File: src/sv/srm_pkg.sv
package srm_pkg;

    // Default sample width of both channels
    localparam int SAMPLE_BITS_DEF = 24;

    // Phase accumulator, step and carrier formats
    localparam int PHASE_BITS   = 17;
    localparam int STEP_BITS    = 16;
    localparam int CARRIER_BITS = 16;
    localparam int FRAC_BITS    = 15;

    // Phase of pi and 2 pi in units of pi/32768, at the width of the phase sum
    localparam logic signed [PHASE_BITS:0] PHASE_PI     = 18'sd32768;
    localparam logic signed [PHASE_BITS:0] PHASE_TWO_PI = 18'sd65536;

    // Largest positive carrier magnitude in Q1.15
    localparam logic [CARRIER_BITS-1:0] CARRIER_MAX = 16'h7FFF;

    // Pipeline control handed from the top level to each lane
    typedef struct packed {
        logic adv;    // whole pipeline advances this cycle
        logic byp;    // item in the multiply stage passes unchanged
    } lane_ctrl_t;

endpackage

File: src/sv/srm_in_if.sv
interface srm_in_if
    import srm_pkg::*;
#(
    parameter int SAMPLE_BITS = SAMPLE_BITS_DEF
) ();

    logic                          valid;
    logic                          ready;
    logic signed [SAMPLE_BITS-1:0] left_sample;
    logic signed [SAMPLE_BITS-1:0] right_sample;
    logic                          block_last;

    modport source (output valid, output left_sample, output right_sample,
                    output block_last, input ready);
    modport sink   (input valid, input left_sample, input right_sample,
                    input block_last, output ready);

endinterface

File: src/sv/srm_out_if.sv
interface srm_out_if
    import srm_pkg::*;
#(
    parameter int SAMPLE_BITS = SAMPLE_BITS_DEF
) ();

    logic                          valid;
    logic                          ready;
    logic signed [SAMPLE_BITS-1:0] left_out;
    logic signed [SAMPLE_BITS-1:0] right_out;
    logic                          block_last_out;

    modport source (output valid, output left_out, output right_out,
                    output block_last_out, input ready);
    modport sink   (input valid, input left_out, input right_out,
                    input block_last_out, output ready);

endinterface

File: src/sv/srm_cfg_if.sv
interface srm_cfg_if
    import srm_pkg::*;
();

    logic                 valid;
    logic                 ready;
    logic [STEP_BITS-1:0] phase_step;

    modport source (output valid, output phase_step, input ready);
    modport sink   (input valid, input phase_step, output ready);

endinterface

File: src/sv/srm_carrier.sv
module srm_carrier
    import srm_pkg::*;
(
    input  logic                           clk,
    input  logic                           rst_n,
    input  logic                           cfg_wr,
    input  logic [STEP_BITS-1:0]           cfg_step,
    input  logic                           adv,
    input  logic                           accept,
    output logic                           step_zero,
    output logic signed [CARRIER_BITS-1:0] carrier
);

    logic [STEP_BITS-1:0]          phase_step_reg;
    logic signed [PHASE_BITS-1:0]  phase_reg;
    logic signed [PHASE_BITS-1:0]  phase_next;
    logic signed [PHASE_BITS:0]    phase_sum;
    logic signed [PHASE_BITS:0]    phase_wrap;
    logic [PHASE_BITS-1:0]         phase_abs;
    logic [CARRIER_BITS-1:0]       mag;
    logic [CARRIER_BITS-1:0]       rest;
    logic [2*CARRIER_BITS-1:0]     par_prod;
    logic [2*FRAC_BITS-2:0]        par_reg;
    logic                          neg_reg;
    logic [CARRIER_BITS-1:0]       mag_q;
    logic [CARRIER_BITS-1:0]       mag_clamp;

    assign step_zero = (phase_step_reg == '0);

    // Step register
    always_ff @(posedge clk or negedge rst_n)
    begin
        if (!rst_n)
        begin
            phase_step_reg <= '0;
        end
        else if (cfg_wr)
        begin
            phase_step_reg <= cfg_step;
        end
    end

    // Phase advance with a single wrap by 2 pi
    always_comb
    begin
        phase_sum  = {phase_reg[PHASE_BITS-1], phase_reg}
                   + {2'b00, phase_step_reg};
        phase_wrap = (phase_sum > PHASE_PI) ? phase_sum - PHASE_TWO_PI : phase_sum;
        phase_next = phase_wrap[PHASE_BITS-1:0];
    end

    always_ff @(posedge clk or negedge rst_n)
    begin
        if (!rst_n)
        begin
            phase_reg <= '0;
        end
        else if (accept && !step_zero)
        begin
            phase_reg <= phase_next;
        end
    end

    // Parabola |p| * (pi - |p|), one multiply into a register
    always_comb
    begin
        phase_abs = phase_reg[PHASE_BITS-1] ? PHASE_BITS'(-phase_reg)
                                            : PHASE_BITS'(phase_reg);
        mag      = phase_abs[CARRIER_BITS-1:0];
        rest     = CARRIER_BITS'(PHASE_BITS'(PHASE_PI) - phase_abs);
        par_prod = mag * rest;
    end

    always_ff @(posedge clk)
    begin
        if (adv)
        begin
            par_reg <= par_prod[2*FRAC_BITS-2:0];
            neg_reg <= phase_reg[PHASE_BITS-1];
        end
    end

    // Scale by 4/32768, clamp and restore the sign
    always_comb
    begin
        mag_q     = par_reg[2*FRAC_BITS-2:FRAC_BITS-2];
        mag_clamp = mag_q[CARRIER_BITS-1] ? CARRIER_MAX : mag_q;
        carrier   = neg_reg ? -$signed(mag_clamp) : $signed(mag_clamp);
    end

    a_phase_range: assert property (@(posedge clk) disable iff (!rst_n)
        (phase_reg <= 17'sd32768) && (phase_reg >= -17'sd32767))
        else $error("carrier phase left its range");

    a_bypass_hold: assert property (@(posedge clk) disable iff (!rst_n)
        (accept && step_zero && !cfg_wr) |=> $stable(phase_reg))
        else $error("phase moved on a bypassed item");

    a_carrier_bound: assert property (@(posedge clk) disable iff (!rst_n)
        carrier != {1'b1, {(CARRIER_BITS-1){1'b0}}})
        else $error("carrier reached full-scale negative");

endmodule

File: src/sv/srm_lane.sv
module srm_lane
    import srm_pkg::*;
#(
    parameter int SAMPLE_BITS = SAMPLE_BITS_DEF
) (
    input  logic                           clk,
    input  lane_ctrl_t                     ctrl,
    input  logic signed [SAMPLE_BITS-1:0]  sample,
    input  logic signed [CARRIER_BITS-1:0] carrier,
    output logic signed [SAMPLE_BITS-1:0]  result
);

    localparam int PROD_BITS = SAMPLE_BITS + CARRIER_BITS;

    logic signed [SAMPLE_BITS-1:0] samp1_reg;
    logic signed [SAMPLE_BITS-1:0] samp2_reg;
    logic signed [PROD_BITS-1:0]   prod_next;
    logic signed [PROD_BITS-1:0]   prod2_reg;
    logic signed [SAMPLE_BITS:0]   scaled;
    logic signed [SAMPLE_BITS-1:0] sat;
    logic signed [SAMPLE_BITS-1:0] out_reg;
    logic signed [SAMPLE_BITS-1:0] out_next;

    assign prod_next = samp1_reg * carrier;

    // Sample capture, product and output registers
    always_ff @(posedge clk)
    begin
        if (ctrl.adv)
        begin
            samp1_reg <= sample;
            samp2_reg <= samp1_reg;
            prod2_reg <= prod_next;
            out_reg   <= out_next;
        end
    end

    // Floor by 2^15, saturate, or pass the sample in bypass
    always_comb
    begin
        scaled = prod2_reg[PROD_BITS-1:FRAC_BITS];
        if (scaled[SAMPLE_BITS] != scaled[SAMPLE_BITS-1])
        begin
            sat = scaled[SAMPLE_BITS] ? {1'b1, {(SAMPLE_BITS-1){1'b0}}}
                                      : {1'b0, {(SAMPLE_BITS-1){1'b1}}};
        end
        else
        begin
            sat = scaled[SAMPLE_BITS-1:0];
        end
        out_next = ctrl.byp ? samp2_reg : sat;
    end

    assign result = out_reg;

endmodule

File: src/sv/stereo_ring_modulator.sv
// Each accepted item passes the lane sample, product and output registers.
// Throughput: one item per cycle unless stalled; the phase add and wrap are
// combinational, the carrier and two lane multiplies sit in stages behind it.
// When the output item is not taken, the whole pipeline stalls together.
// Reset clears the phase, the step register (bypass) and all valid flags.
module stereo_ring_modulator
    import srm_pkg::*;
#(
    parameter int SAMPLE_BITS = SAMPLE_BITS_DEF
) (
    input  logic          clk,
    input  logic          rst_n,
    srm_cfg_if.sink       cfg,
    srm_in_if.sink        samples,
    srm_out_if.source     modulated
);

    logic                           adv;
    logic                           accept;
    logic                           step_zero;
    logic signed [CARRIER_BITS-1:0] carrier;
    lane_ctrl_t                     lane_ctrl;
    logic                           v1_reg;
    logic                           v2_reg;
    logic                           v3_reg;
    logic                           byp1_reg;
    logic                           byp2_reg;
    logic                           last1_reg;
    logic                           last2_reg;
    logic                           last3_reg;
    logic signed [SAMPLE_BITS-1:0]  left_res;
    logic signed [SAMPLE_BITS-1:0]  right_res;

    // Pipeline moves whenever the output stage is empty or being taken
    assign adv           = !v3_reg || modulated.ready;
    assign accept        = samples.valid && adv;
    assign samples.ready = adv;
    assign cfg.ready     = 1'b1;

    assign lane_ctrl.adv = adv;
    assign lane_ctrl.byp = byp2_reg;

    srm_carrier u_carrier (
        .clk       (clk),
        .rst_n     (rst_n),
        .cfg_wr    (cfg.valid),
        .cfg_step  (cfg.phase_step),
        .adv       (adv),
        .accept    (accept),
        .step_zero (step_zero),
        .carrier   (carrier)
    );

    srm_lane #(.SAMPLE_BITS(SAMPLE_BITS)) u_lane_left (
        .clk     (clk),
        .ctrl    (lane_ctrl),
        .sample  (samples.left_sample),
        .carrier (carrier),
        .result  (left_res)
    );

    srm_lane #(.SAMPLE_BITS(SAMPLE_BITS)) u_lane_right (
        .clk     (clk),
        .ctrl    (lane_ctrl),
        .sample  (samples.right_sample),
        .carrier (carrier),
        .result  (right_res)
    );

    // Valid flags
    always_ff @(posedge clk or negedge rst_n)
    begin
        if (!rst_n)
        begin
            v1_reg <= 1'b0;
            v2_reg <= 1'b0;
            v3_reg <= 1'b0;
        end
        else if (adv)
        begin
            v1_reg <= samples.valid;
            v2_reg <= v1_reg;
            v3_reg <= v2_reg;
        end
    end

    // Side fields riding along with the lanes
    always_ff @(posedge clk)
    begin
        if (adv)
        begin
            byp1_reg  <= step_zero;
            byp2_reg  <= byp1_reg;
            last1_reg <= samples.block_last;
            last2_reg <= last1_reg;
            last3_reg <= last2_reg;
        end
    end

    // Merge both lanes into the output item
    assign modulated.valid          = v3_reg;
    assign modulated.left_out       = left_res;
    assign modulated.right_out      = right_res;
    assign modulated.block_last_out = last3_reg;

    a_no_drop: assert property (@(posedge clk) disable iff (!rst_n)
        (v3_reg && !modulated.ready) |=> (v3_reg && $stable(left_res)
                                          && $stable(right_res)))
        else $error("held output item changed");

    // Accepted item with ready held behind it at the output reaches the output stage
    a_latency: assert property (@(posedge clk) disable iff (!rst_n)
        (accept ##1 modulated.ready ##1 modulated.ready) |=> v3_reg)
        else $error("accepted item did not reach the output");

    a_stall_ready: assert property (@(posedge clk) disable iff (!rst_n)
        (v3_reg && !modulated.ready) |-> !samples.ready)
        else $error("input taken while the pipeline is stalled");

endmodule

File: src/flat_wrapper.sv
// flat-port wrapper written by rule: the top's interface ports become plain ports
module stereo_ring_modulator_flat import srm_pkg::*;
#(
    parameter int SAMPLE_BITS = SAMPLE_BITS_DEF
)
  (clk, rst_n, cfg_valid, cfg_phase_step, cfg_ready, samples_valid, samples_left_sample, samples_right_sample, samples_block_last, samples_ready, modulated_valid, modulated_left_out, modulated_right_out, modulated_block_last_out, modulated_ready);
  srm_cfg_if cfg_i ();
  srm_in_if #(.SAMPLE_BITS(SAMPLE_BITS)) samples_i ();
  srm_out_if #(.SAMPLE_BITS(SAMPLE_BITS)) modulated_i ();
  input  logic clk;
  input  logic rst_n;
  input wire logic [$bits(cfg_i.valid)-1:0] cfg_valid;
  input wire logic [$bits(cfg_i.phase_step)-1:0] cfg_phase_step;
  output wire logic [$bits(cfg_i.ready)-1:0] cfg_ready;
  input wire logic [$bits(samples_i.valid)-1:0] samples_valid;
  input wire logic [$bits(samples_i.left_sample)-1:0] samples_left_sample;
  input wire logic [$bits(samples_i.right_sample)-1:0] samples_right_sample;
  input wire logic [$bits(samples_i.block_last)-1:0] samples_block_last;
  output wire logic [$bits(samples_i.ready)-1:0] samples_ready;
  output wire logic [$bits(modulated_i.valid)-1:0] modulated_valid;
  output wire logic [$bits(modulated_i.left_out)-1:0] modulated_left_out;
  output wire logic [$bits(modulated_i.right_out)-1:0] modulated_right_out;
  output wire logic [$bits(modulated_i.block_last_out)-1:0] modulated_block_last_out;
  input wire logic [$bits(modulated_i.ready)-1:0] modulated_ready;
  assign cfg_i.valid = cfg_valid;
  assign cfg_i.phase_step = cfg_phase_step;
  assign cfg_ready = cfg_i.ready;
  assign samples_i.valid = samples_valid;
  assign samples_i.left_sample = samples_left_sample;
  assign samples_i.right_sample = samples_right_sample;
  assign samples_i.block_last = samples_block_last;
  assign samples_ready = samples_i.ready;
  assign modulated_valid = modulated_i.valid;
  assign modulated_left_out = modulated_i.left_out;
  assign modulated_right_out = modulated_i.right_out;
  assign modulated_block_last_out = modulated_i.block_last_out;
  assign modulated_i.ready = modulated_ready;
  stereo_ring_modulator #(.SAMPLE_BITS(SAMPLE_BITS)) u_core (.clk(clk), .rst_n(rst_n), .cfg(cfg_i), .samples(samples_i), .modulated(modulated_i));
endmodule
File: config.mk
export PLATFORM = sky130hd
export DESIGN_NAME = stereo_ring_modulator_flat
export DESIGN_NICKNAME = d
export VERILOG_FILES = /design/src/sv/srm_pkg.sv /design/src/sv/srm_in_if.sv /design/src/sv/srm_out_if.sv /design/src/sv/srm_cfg_if.sv /design/src/sv/srm_carrier.sv /design/src/sv/srm_lane.sv /design/src/sv/stereo_ring_modulator.sv /design/src/flat_wrapper.sv
export SDC_FILE = /design/constraint.sdc
export NUM_CORES = 2
export LEC_CHECK = 0
export BUFFER_PORTS_ARGS = -buffer_cell sky130_fd_sc_hd__clkbuf_2
export CORE_MARGIN = 3
export CORE_UTILIZATION = 55
export DETAILED_ROUTE_END_ITERATION = 7
export PLACE_DENSITY = 0.72
export SLEW_MARGIN = 40
export SYNTH_ARGS = -nofsm -noshare
export SYNTH_HDL_FRONTEND = slang
export SYNTH_HIERARCHICAL = 1
export SYNTH_SLANG_ARGS = --single-unit
export TNS_END_PERCENT = 20
File: constraint.sdc
create_clock -name clk -period 9.15 [get_ports clk]
set_input_delay 0.4575 -clock clk [delete_from_list [all_inputs] [get_ports clk]]
set_output_delay 0.4575 -clock clk [all_outputs]
set_load 0.05 [all_outputs]
* Yosys cells after proc, flatten, opt, wreduce, memory -nomap -nowiden
Index checks and enable logic that the tools add are counted.
** Storage, ports and cells
- Bits in registers :: 295
- Memories kept :: 0
- Bits in latches :: 0
- Bits of input ports :: 70
- Output and inout bits :: 52
- ROM bits :: 0
- Memory bits (writable) :: 0
** Cells by class
- Order comparisons :: 1
- Add/subtract/negate cells :: 5
- Shift operators :: 0
- Equal/unequal tests :: 2
- Bitwise logic cells :: 0
- Multiply operators :: 3
- Muxes and demuxes :: 10
- Reductions and logical operators :: 6
- Div/mod/pow operators :: 0
** Operators by type and width (count)
- 24-bit 2-to-1 mux :: 6
- 24-bit by 16-bit multiplier with 40-bit output :: 2
- 16-bit 2-to-1 mux :: 2
- 16-bit by 16-bit multiplier with 29-bit output :: 1
- 17-bit by 17-bit adder with 18-bit output :: 1
- 18-bit by 17-bit greater-than comparator with 1-bit output (second input constant) :: 1
- 17-bit 2-to-1 mux :: 1
- 17-bit subtractor (second input constant) :: 1
- 16-bit zero test :: 1
- 15-bit negation with 16-bit output :: 1
- 16-bit negation :: 1
- 16-bit subtractor (first input constant) :: 1
- 15-bit 2-to-1 mux :: 1
- 1-bit logical AND :: 2
- 1-bit zero test :: 2
- 1-bit != test :: 2
- 1-bit logical OR :: 1

* Logic depth before layout (Yosys ltp)
- Depth after elaboration :: 4
- Depth in mapped cells :: 33
- Mapped depth without buffers :: 30

* Hierarchy
Netlist, hierarchy kept.
** By module, submodules not included
- srm_lane at u_core.u_lane_right :: area each 17010.1 um2, seq. area each 2912.8 um2, cells an instance 1752, times used 1
- srm_lane at u_core.u_lane_left :: area each 16777.3 um2, seq. area each 2912.8 um2, cells an instance 1713, times used 1
- srm_carrier :: area each 11533.6 um2, seq. area each 1336.3 um2, cells an instance 1294, times used 1
- stereo_ring_modulator :: area each 295.3 um2, seq. area each 225.2 um2, cells an instance 15, times used 1

* Worst setup path after synthesis
Ideal clock, no wire load.
- Path kind :: reg-to-reg
- Start :: register u_core.u_carrier.phase_reg[0]
- End :: register u_core.u_carrier.par_reg[27] (data pin)
- Buffers on the path :: 3
- Stages on the path, launching flop included :: 32
- Period minus slack after synthesis :: 8318 ps
- Arrival :: 8056 ps
- Path slack :: 832 ps
- Cells stage by stage :: dfrtp_1 -> clkbuf_1 -> clkinv_1 -> clkbuf_1 -> ha_1 -> nand2_1 -> nand2_1 -> xor2_1 -> nand3_1 -> inv_1 -> ha_1 -> clkbuf_1 -> or2_2 -> fa_1 -> inv_1 -> fa_1 -> inv_1 -> fa_1 -> fa_1 -> inv_1 -> fa_1 -> inv_1 -> fa_1 -> inv_1 -> ha_1 -> o211ai_1 -> o311ai_0 -> o211a_1 -> o32a_1 -> o21ai_0 -> o21bai_1 -> xor2_1
** On the way
- Longest elaborated chain between the ends :: 4
** Ends and longest elaborated chain
- start: declaration :: RTL line srm_carrier.sv:15 : logic signed [PHASE_BITS-1:0] phase_reg;
- start signal: assignment :: RTL line srm_carrier.sv:60 : phase_reg <= phase_next;
- 16-bit negation :: RTL line srm_carrier.sv:67 : phase_abs = phase_reg[PHASE_BITS-1] ? PHASE_BITS'(-phase_reg)
- 16-bit 2-to-1 mux (*) :: RTL line srm_carrier.sv:67
- 16-bit subtractor :: RTL line srm_carrier.sv:70 : rest = CARRIER_BITS'(PHASE_BITS'(PHASE_PI) - phase_abs);
- 16-bit by 16-bit multiplier with 29-bit output (*) :: RTL line srm_carrier.sv:71 : par_prod = mag * rest;
- via u_core.u_carrier.par_prod[27] :: RTL line srm_carrier.sv:22 : logic [2*CARRIER_BITS-1:0] par_prod;
- end signal: assignment :: RTL line srm_carrier.sv:78 : par_reg <= par_prod[2*FRAC_BITS-2:0];
- end: declaration :: RTL line srm_carrier.sv:23 : logic [2*FRAC_BITS-2:0] par_reg;
Mark *: on every way through the listed nets, which the timed path passes. The rest lies on a longest branch.
A chain may end at the register's enable or synchronous reset.

* Worst setup path after layout
- Start :: register u_core.u_carrier.par_reg[17]
- End :: register u_core.u_lane_right.prod2_reg[38] (data pin)
** On the way
- Longest elaborated chain between the ends :: 4
** Ends and longest elaborated chain
- 15-bit 2-to-1 mux :: RTL line srm_carrier.sv:87 : mag_clamp = mag_q[CARRIER_BITS-1] ? CARRIER_MAX : mag_q;
- 15-bit negation with 16-bit output :: RTL line srm_carrier.sv:88 : carrier = neg_reg ? -$signed(mag_clamp) : $signed(mag_clamp);
- 16-bit 2-to-1 mux :: RTL line srm_carrier.sv:88
- via u_core.carrier[11] :: RTL line stereo_ring_modulator.sv:21 : logic signed [CARRIER_BITS-1:0] carrier;
- 24-bit by 16-bit multiplier with 40-bit output :: RTL line srm_lane.sv:24 : assign prod_next = samp1_reg * carrier;
- via u_core.u_lane_right.prod_next[38] :: RTL line srm_lane.sv:17 : logic signed [PROD_BITS-1:0] prod_next;
- end signal: assignment :: RTL line srm_lane.sv:33 : prod2_reg <= prod_next;
- end: declaration :: RTL line srm_lane.sv:18 : logic signed [PROD_BITS-1:0] prod2_reg;
The timed path passes the listed nets, and every way through them passes these cells.

==> flow_summary.yaml <==
outcome:
  status: "finished clean"
run:
  maxCapViolations: 0
timing:
  relSlewSlack: 0.399
  setup_tns_ns: 0
  maxSlewViolCount: 0
  max_freq_mhz: 114
  hold_viol: 0
  setup_viol: 0
  worst_clock_skew_ns: 0.0216
  period_needed_ns: 8.74
  fin_crit_sh: 0.955
  rsz0062_at_grt: "no"
  worstMarginPinSlew_ns: 0.901
synth:
  synth.avg_cell_area_um2: 9.56
  synth_compound_area_frac: 0.0555
  yosysTopAreaCell: "fa_1"
  synth_fp_nets: 6086
  seq_area_frac_synth: 0.162
  syn_area_mm2: 0.0456
  synth_xor_area_frac: 0.0230
  yosysWarningCount: 6
  muxShareOfSynthArea: 0.00705
  synth_top_family_by_area: "adder cells"
  synth_cell_types: 94
  synth_top_area_frac: 0.412
  synth_fa_ha_area_frac: 0.495
  synth-simple-area-share: 0.146
  synth-main-ff-cell: "edfxtp_1"
  synthTopCellsByArea: "fa_1 41%, edfxtp_1 14%, inv_1 9.6%"
  synth_edf_count: 216
  ys_ff_latch: 252
  syn-instance-count: 4774
  synthArstFlopShare: 0.143
floorplan:
  die_y_um: 294
  dieArea_mm2: 0.0864
  die_width_um: 294
  rows: 104
  ios: 122
  core-area_mm2: 0.0813
  initial_core_util: 0.561
clock_network:
  cts_buffers: 31
  clk_pin_slew_ns: 0.07
  cts_root_buf: "clkbuf_16"
  cts.htree.levels: 1
  cts_sinks: 252
  worstSkewPairLatency_ns: 0.61
  clock_path_buffers: 3
  tritoncts: "done"
  post_cts_buffers: 0
route:
  drc_errors: 0
  routedWlPerCell_um: 18.2
  drtAntennaViolNets: 0
  drt_iter0_drc: 1758
  num_vias: 32200
  drt-total-wl_um: 109000
  drt-pass1-iter-count: 8
  via_per_inst: 5.40
global_route:
  overflow: 0
  use_met2: 0.460
  track_usage: 0.263
  grt_first_pass_wirelength_um: 180000
  grt_max_degree: 95
  grt_pass1_vias: 35100
  use_met3: 0.0403
  busiest_layer: "met2"
  antenna_found_initial: 1
  grt_use_met1: 0.338
final_layout:
  n_fill_cell: 6856
  layout_common_cells: "1161 x inv_1, 938 x fa_1, 650 x nand2_1"
  nets: 6183
  drive_above_1_share: 0.0836
  syn_to_final_growth_pct: 7.97
  final_common_cell: "inv_1"
  diodes: 0
setup_path:
  worstPathArrival_ns: 9.09
  critPathCaptureType: "register"
  cpLargestDelayFamily: "adder cells"
  worst-path-buf-inv: 5
  crit_path_start_kind: "register"
  cpPeakStageDelay_ns: 0.59
  required_ns: 9.51
  worstSetupPathType: "register to register"
  cp_common_cell: "fa_1"
  cp_max_fo: 24
  cp_slowest_cell: "a211oi_2"
placed_design:
  place_congestion: 0.955
  dp_hpwl_um: 83200
  port_buffers: 120
hold_path:
  hold_class: "primary input to register"
==> worst paths after layout <==
check,startpoint,end,slack [ns],cells after the start
max in group asynchronous,rst_n,u_core/u_carrier/phase_step_reg[14],8.40,2
worst max register to register,u_core/u_carrier/par_reg[17],u_core/u_lane_right/prod2_reg[38],0.41,28
worst min register to register,u_core/byp1_reg,u_core/byp2_reg,0.42,0
worst min-delay path,samples_left_sample[1],u_core/u_lane_left/samp1_reg[1],0.04,1
min in group asynchronous,rst_n,u_core/u_carrier/phase_reg[11],0.39,2
worst max-delay path,u_core/u_carrier/par_reg[17],u_core/u_lane_right/prod2_reg[38],0.41,28
==> cells in the mapped netlist (4+ instances only) <==
library cell and instances:
inv_1 1161, fa_1 938, nand2_1 650, ha_1 304, and2_1 303, edfxtp_1 216, nor2_1 197, clkbuf_1 175
o21ai_0 146, a21oi_1 79, xnor2_1 70, nand2b_1 63, or2_2 57, xor2_1 44, dfrtp_1 36, nand3_1 28
mux2_2 25, nor3_1 24, a21o_1 22, o21bai_1 18, nor2b_1 15, a211oi_1 14, and3_1 11, a31oi_1 10
nand4_1 10, nor4_1 10, o21a_1 10, o31ai_1 10, o211ai_1 8, o21ai_1 7, or3_1 6, a211o_1 5
and4_1 4, buf_1 4, nand3b_1 4
==> layer usage <==
metal / vias up / wire (µm)
li1: 14500 / -
met1: 16500 / 43100
met2: 989 / 54600
met3: 226 / 6960
met4: 2 / 3840
met5: - / 13
==> cell families after synthesis <==
family,count (synthesis)
XOR/XNOR,117
other,1
AO/OA/AOI/OAI,384
AND/OR/NAND/NOR,1404
multiplexers,28
buffers and inverters,1346
flip-flops,252
adder cells (fa/ha/maj),1242
==> what timing repair did <==
item                                    CTS  global route
gates resized for setup                   0             5
endpoints found under the hold margin    60             0
hold buffers                             25             0
endpoints found under the setup margin    0             7
==> final cells by class <==
| type | instances | area (µm²) | share of cell area |
|---|---|---|---|
| clock buffer | 33 | 783 | 0.0159 |
| clock inverter | 24 | 204 | 0.00414 |
| inverter | 1164 | 4370 | 0.0887 |
| multi-input combinational | 3177 | 33400 | 0.678 |
| sequential | 252 | 7390 | 0.150 |
| tap | 1060 | 1330 | 0.0269 |
| timing repair buffer | 245 | 1800 | 0.0365 |
==> through the flow <==
step           area, µm²  std cells   util  hold WS, ns  setup slack [ns]
2_1_floorplan      45600       4774      -        0.162             0.832
3_3_place_gp       47700       5848  0.586        0.404             0.438
3_5_place_dp       47800       5861  0.588        0.405             0.375
4_1_cts            49100       5943  0.604      0.00111             0.332
5_1_grt            49200       5955  0.606       0.0149           0.00127
6_report           49200       5955  0.606       0.0368             0.413
Power is left out: the tool's default activity adds up to more than one toggle a clock period on the data nets, which glitch-free logic cannot reach.
